--- src/rtl/fac_pkg.sv ---
package fac_pkg;

    localparam int PLANE_COUNT_DEF = 6;
    localparam int NUM_PLANE_REGS  = 6;

    localparam int COORD_W  = 16;
    localparam int TAG_W    = 16;
    localparam int PLANE_W  = 64;
    localparam int PROD_W   = 2 * COORD_W;
    localparam int D_SHIFT  = 14;
    // three products plus the scaled offset, exact
    localparam int DIST_W   = PROD_W + 2;

    localparam int ADDR_W    = 6;
    localparam int ADDR_LSB  = 3;
    localparam int REG_IDX_W = ADDR_W - ADDR_LSB;

    localparam int BOX_W    = 6 * COORD_W + TAG_W;
    localparam int M_DATA_W = 24;

    // first member lands in the highest bits, so min_x sits at bit 0
    typedef struct packed {
        logic [TAG_W-1:0]   tag;
        logic [COORD_W-1:0] max_z;
        logic [COORD_W-1:0] max_y;
        logic [COORD_W-1:0] max_x;
        logic [COORD_W-1:0] min_z;
        logic [COORD_W-1:0] min_y;
        logic [COORD_W-1:0] min_x;
    } box_t;

    typedef struct packed {
        box_t box;
        logic vis;
    } cell_word_t;

    // normal component strictly above zero
    function automatic logic is_pos(input logic [COORD_W-1:0] n);
        return !n[COORD_W-1] && (n != '0);
    endfunction

endpackage

--- src/rtl/fac_cell.sv ---
module fac_cell
    import fac_pkg::*;
(
    input  logic                 aclk,
    input  logic                 aresetn,
    input  logic [PLANE_W-1:0]   plane,
    input  logic                 in_valid,
    output logic                 in_ready,
    input  cell_word_t           in_word,
    output logic                 out_valid,
    input  logic                 out_ready,
    output cell_word_t           out_word
);

    logic [COORD_W-1:0] nx, ny, nz, nd;
    logic [COORD_W-1:0] vx, vy, vz;

    logic signed [PROD_W-1:0] px_next, py_next, pz_next;

    logic                     s1_valid_reg;
    logic signed [PROD_W-1:0] s1_px_reg, s1_py_reg, s1_pz_reg;
    logic [COORD_W-1:0]       s1_d_reg;
    cell_word_t               s1_word_reg;

    logic signed [DIST_W-1:0] dist_next;
    cell_word_t               s2_word_next;

    logic                     s2_valid_reg;
    cell_word_t               s2_word_reg;

    logic s1_ready, s2_ready;

    assign nx = plane[63:48];
    assign ny = plane[47:32];
    assign nz = plane[31:16];
    assign nd = plane[15:0];

    // positive vertex
    assign vx = is_pos(nx) ? in_word.box.max_x : in_word.box.min_x;
    assign vy = is_pos(ny) ? in_word.box.max_y : in_word.box.min_y;
    assign vz = is_pos(nz) ? in_word.box.max_z : in_word.box.min_z;

    assign px_next = $signed(nx) * $signed(vx);
    assign py_next = $signed(ny) * $signed(vy);
    assign pz_next = $signed(nz) * $signed(vz);

    assign dist_next = DIST_W'(s1_px_reg) + DIST_W'(s1_py_reg) + DIST_W'(s1_pz_reg)
                     + $signed({{(DIST_W-COORD_W-D_SHIFT){s1_d_reg[COORD_W-1]}},
                                s1_d_reg, {D_SHIFT{1'b0}}});

    always_comb begin
        s2_word_next     = s1_word_reg;
        s2_word_next.vis = s1_word_reg.vis & ~dist_next[DIST_W-1];
    end

    // a stage takes a word when empty or when its content moves on
    assign s2_ready = !s2_valid_reg || out_ready;
    assign s1_ready = !s1_valid_reg || s2_ready;
    assign in_ready = s1_ready;

    always_ff @(posedge aclk) begin
        if (!aresetn) begin
            s1_valid_reg <= 1'b0;
            s2_valid_reg <= 1'b0;
        end else begin
            if (s1_ready) s1_valid_reg <= in_valid;
            if (s2_ready) s2_valid_reg <= s1_valid_reg;
        end
    end

    always_ff @(posedge aclk) begin
        if (s1_ready && in_valid) begin
            s1_px_reg   <= px_next;
            s1_py_reg   <= py_next;
            s1_pz_reg   <= pz_next;
            s1_d_reg    <= nd;
            s1_word_reg <= in_word;
        end
        if (s2_ready && s1_valid_reg) begin
            s2_word_reg <= s2_word_next;
        end
    end

    assign out_valid = s2_valid_reg;
    assign out_word  = s2_word_reg;

endmodule

--- config.mk ---
export PLATFORM = sky130hd
export DESIGN_NAME = fac_cell
export DESIGN_NICKNAME = d
export VERILOG_FILES = /design/src/rtl/fac_pkg.sv /design/src/rtl/fac_cell.sv
export SDC_FILE = /design/constraint.sdc
export NUM_CORES = 2
export LEC_CHECK = 0
export BUFFER_PORTS_ARGS = -buffer_cell sky130_fd_sc_hd__clkbuf_2
export CORE_MARGIN = 5
export CORE_UTILIZATION = 30
export CTS_CLUSTER_SIZE = 28
export DETAILED_ROUTE_END_ITERATION = 7
export PLACE_DENSITY = 0.45
export RECOVER_POWER = 100
export SETUP_SLACK_MARGIN = 0.02
export SYNTH_ARGS = -nofsm -noshare
export SYNTH_HDL_FRONTEND = slang
export SYNTH_SLANG_ARGS = --single-unit
--- constraint.sdc ---
create_clock -name aclk -period 11.12 [get_ports aclk]
set_clock_uncertainty 0.2 [all_clocks]
set_input_delay 0.556 -clock aclk [delete_from_list [all_inputs] [get_ports aclk]]
set_output_delay 0.556 -clock aclk [all_outputs]
set_load 0.005 [all_outputs]
# After elaboration in Yosys (flattened, before gate mapping)
# Index checks and enable logic that the tools add are counted.
# Widths: inputs -> output; s select.
totals:
  ram_bits: 0
  in_bits: 181
  out_inout_bits: 115
  regBits: 340
  romBits: 0
  wordCells: 48
  mem_count: 0
  latch_bits: 0
op_classes:
  n_lt_le_gt_ge: 0
  shifts: 0
  add_sub_neg: 3
  div: 0
  mul: 3
  n_reduce_logical: 15
  mux: 3
  bitwise_logic: 2
  n_eq_ne: 0
op_table:
  columns: ["cell", "n"]
  rows:
  - ["$mul 16x16->32", 3]
  - ["$mux 16", 3]
  - ["$reduce_bool 16->1", 3]
  - ["$add 33x32->34", 1]
  - ["$add 34x30->34", 1]
  - ["$add 32x32->33", 1]
  - ["$logic_and 1x1->1", 5]
  - ["$logic_not 1->1", 5]
  - ["$logic_or 1x1->1", 2]
  - ["$and 1x1->1", 1]
  - ["$not 1->1", 1]

# Logic depth before layout (Yosys ltp)
depth:
  word_depth: 5
  ltp_mapped: 28

# Worst setup path after synthesis
# Ideal clock, no wire load.
synth_timing:
  path_type: "input-to-reg"
  start: "input plane[46]"
  end: "register s1_py_reg[29], data pin"
  stages: 25
  t_required_ps: 10646
  path_slack_ps: 3514
  arrival_ps: 7132
  path_cell_list: "nor4_1 a41oi_2 buf_2 mux2i_1 clkbuf_1 nor2b_1 fa_1 inv_1 fa_1 fa_1 inv_1 fa_1 fa_1 inv_1 fa_1 inv_1 ha_1 and3_4 a31o_4 a2111oi_4 o21a_1 o21ai_1 o41a_1 a21oi_2 o311ai_1"
synth_between:
  elab_chain_cells: 4
synth_lines:
  columns: ["item", "line_no", "source"]
  rows:
  - ["start, declared", "fac_cell.sv:6", "input logic [PLANE_W-1:0] plane,"]
  - ["$reduce_bool 16->1", "fac_pkg.sv:39", "return !n[COORD_W-1] && (n != '0);"]
  - ["$logic_and 1x1->1", "fac_pkg.sv:39", null]
  - ["$mux 16", "fac_cell.sv:40", "assign vy = is_pos(ny) ? in_word.box.max_y : in_word.box.min_y;"]
  - ["$mul 16x16->32 *", "fac_cell.sv:44", "assign py_next = $signed(ny) * $signed(vy);"]
  - ["via py_next[29]", "fac_cell.sv:18", "logic signed [PROD_W-1:0] px_next, py_next, pz_next;"]
  - ["end signal, assigned", "fac_cell.sv:74", "s1_py_reg <= py_next;"]
  - ["end, declared", "fac_cell.sv:21", "logic signed [PROD_W-1:0] s1_px_reg, s1_py_reg, s1_pz_reg;"]
# Mark *: on every way through the listed nets, which the timed path passes. The rest lies on a longest branch.
# A chain may end at the register's enable or synchronous reset.

# Final worst setup path
layout_timing:
  start: "input plane[39]"
  end: "register s1_py_reg[29], data pin"
# Same word-level chain as after synthesis.

==> impl_metrics.ini <==
[worst_setup_path]
crit_slowest_cell = mux2i_1
rr_startpoint = out_valid$_SDFFE_PN0P_
endpoint_kind = flip-flop
critPathRequiredTime_ps = 11250
crit_path_max_fanout = 17
worstPathArrival_ps = 9560
cp_cell_sequence = clkbuf_1, nor4_1, a41oi_2, clkbuf_1, mux2i_1, nor2b_1, fa_1, inv_1, fa_1, fa_1, fa_1, inv_1, fa_1, fa_1, ha_1, and3_1, a31o_4, a2111oi_4, o21a_1, o21ai_0, o41a_1, a21oi_1, o311ai_1
path_class = in -> reg
slowest_delay_ps = 1250
rr_worst_depth = 5
crit_top_cell = fa_1
cp_num_buf_inv = 4
crit_cells = 23
crit_family = adder cells
reg2reg_to = s1_word_reg[75]$_DFFE_PP_
reg2reg_setup_slack_ps = 2330
start_kind = input pin

[run_status]
outcome = complete, but fails checks
violations = max-capacitance violations, max-slew violations

[cts]
cts_tree = built
cts_hold_buf = 128
clockBufferDepth = 3
cts_buffers = 43
cts_setup_buffers = 0
cts.sinks = 340
cts_resized = 0
htree_levels = 2
clk_pin_slew_ps = 60
cts_root_buf = clkbuf_16
clk_latency_ps = 610

[timing]
hold_viol = 0
min_period_ps = 9430
relSlewSlack_pct = -145
rsz0062_at_grt = no
fmax_mhz = 106
fin_setup_tns_ps = 0
tightestPinTransition_ps = 3670
layout_worst_path_cycle_share_pct = 84.8
drv_slew = 384
setup_viol = 0

[worst_hold_path]
hold_path_class = in -> reg
whs_endpoint = out_valid$_SDFFE_PN0P_
hold-path-cell-count = 3
hp-start = out_ready

[yosys]
ys_warn_count = 0
synth_edf_count = 338
synthesis.area_um2 = 42900
ys_ff_latch = 340
synthCells = 3932
ys_types = 67
syn-num-nets = 5238
dominantRegCellSynth = edfxtp_1
ys_seq_area_share_pct = 23.8
syn_avg_cell_area_um2 = 10.9
async_reset_ff_share_pct = 0

[route]
dr.pass1.iters = 5
antenna_left = 0
drt_iter0_markers = 1106
route.detailed.drc = 0
vias = 27481
wire_per_inst_um = 17.6
drt-vias-per-instance = 4.40
drt_wl_total_um = 110000

[place]
placed_cells = 6031
gp_congestion = 0.795
dpl_cell_area_um2 = 46500
dp_hpwl_um = 87700
io_buffers = 295

[floorplanning]
core_um2 = 142000
top_level_ports = 296
die_width_um = 388
initial_core_util_pct = 30.2
die_y_um = 388
rows = 138
dieArea_um2 = 151000

[grt]
grt-ovfl-total = 0
track_usage_pct = 15.0
grt_max_degree = 71
antenna_found_initial = 6
grt_pass1_wl_um = 178000
grt_pass1_vias = 30900

[final_layout]
finalNonFillerCells = 6242
drive_above_1_share_pct = 5.91
synthToLayoutAreaGrowth_pct = 14.0
design_area_um2 = 48800
fin_nets = 5620

[flow_run]
cap_violations = 10
cell type report:
cell class,count,area [µm²]
antenna,5,12.5
sequential,340,10200
clock buffer,50,1120
clock inverter,28,240
fill,14481,92900
timing repair buffer,444,2670
inverter,979,3670
tap,1890,2360
multi-input combinational,2506,28600
metrics by stage:
stage	hold slack [ps]	util, %	setup slack, ps
after floorplan	200	-	3510
after global placement	200	32.8	2040
after detailed placement	205	32.8	2000
after CTS	32.7	34.7	2700
after global routing	69.1	34.5	1160
final	90.0	34.5	1690
cells in the mapped netlist (21+ instances only):
cell / number / area [µm²]
ha_1: 288 / 3600
edfxtp_1: 338 / 10100
fa_1: 837 / 16800
inv_1: 979 / 3670
clkbuf_1: 103 / 387
nand2_1: 347 / 1300
nor3_1: 21 / 105
nor2b_1: 255 / 1600
o21ai_0: 36 / 180
nand2b_1: 30 / 188
mux2i_1: 21 / 210
mux2_2: 31 / 349
nand3_1: 22 / 110
a21o_1: 37 / 278
nor2_1: 78 / 293
a21oi_1: 76 / 380
xnor2_1: 84 / 736
and2_1: 151 / 945
worst register-to-register path: stages (launching register included):
cell and delay [ps]:
dfxtp_1 300, nor2b_1 150, nand2_1 80, and2_0 2520
clkbuf_1 2400, clkbuf_1 2560
cell families after synthesis:
group | count (synthesis) | synth area share [%]
compound gates | 256 | 4.11
xor+xnor | 104 | 2.13
fa+ha+maj | 1125 | 47.5
buf+inv | 1086 | 9.53
flops | 340 | 23.8
mux | 52 | 1.31
simple gates | 969 | 11.6
layout by cell type (no fill, tap or decap), types with 28 or more instances in the layout:
| master | n |
|---|---|
| ha_1 | 288 |
| and2_1 | 147 |
| mux2_2 | 28 |
| dlygate4sd3_1 | 128 |
| nand2_1 | 347 |
| clkbuf_1 | 185 |
| a21oi_1 | 77 |
| fa_1 | 837 |
| edfxtp_1 | 338 |
| nor2_1 | 78 |
| o21ai_0 | 38 |
| a21o_1 | 37 |
| clkbuf_2 | 120 |
| inv_1 | 979 |
| nor2b_1 | 255 |
| clkbuf_16 | 44 |
| xnor2_1 | 84 |
| nand2b_1 | 30 |
worst max path at each step:
stage	end	slack, ps	startpoint
CTS	s1_px_reg[31]$_DFFE_PP_	2700	plane[53]
floorplan	s1_py_reg[29]$_DFFE_PP_	3510	plane[46]
global route	s1_pz_reg[24]$_DFFE_PP_	1160	plane[25]
detailed placement	s1_px_reg[31]$_DFFE_PP_	2000	plane[53]
global placement	s1_px_reg[31]$_DFFE_PP_	2040	plane[59]
finish	s1_py_reg[29]$_DFFE_PP_	1690	plane[39]
per-layer routing:
layer | routed length (µm) | vias up | GRT usage (%) | part of all wire [%]
met2 | 55700 | 359 | 26.5 | 51
met1 | 47700 | 14293 | 19.7 | 43
li1 | - | 12735 | - | -
met4 | 2180 | 0 | 3.02 | 2.0
met3 | 4120 | 94 | 2.20 | 3.8
met5 | 0 | - | 0 | 0
Power is not shown: default switching activity piles up to over one toggle a cycle in this logic, so the estimate is an artifact.
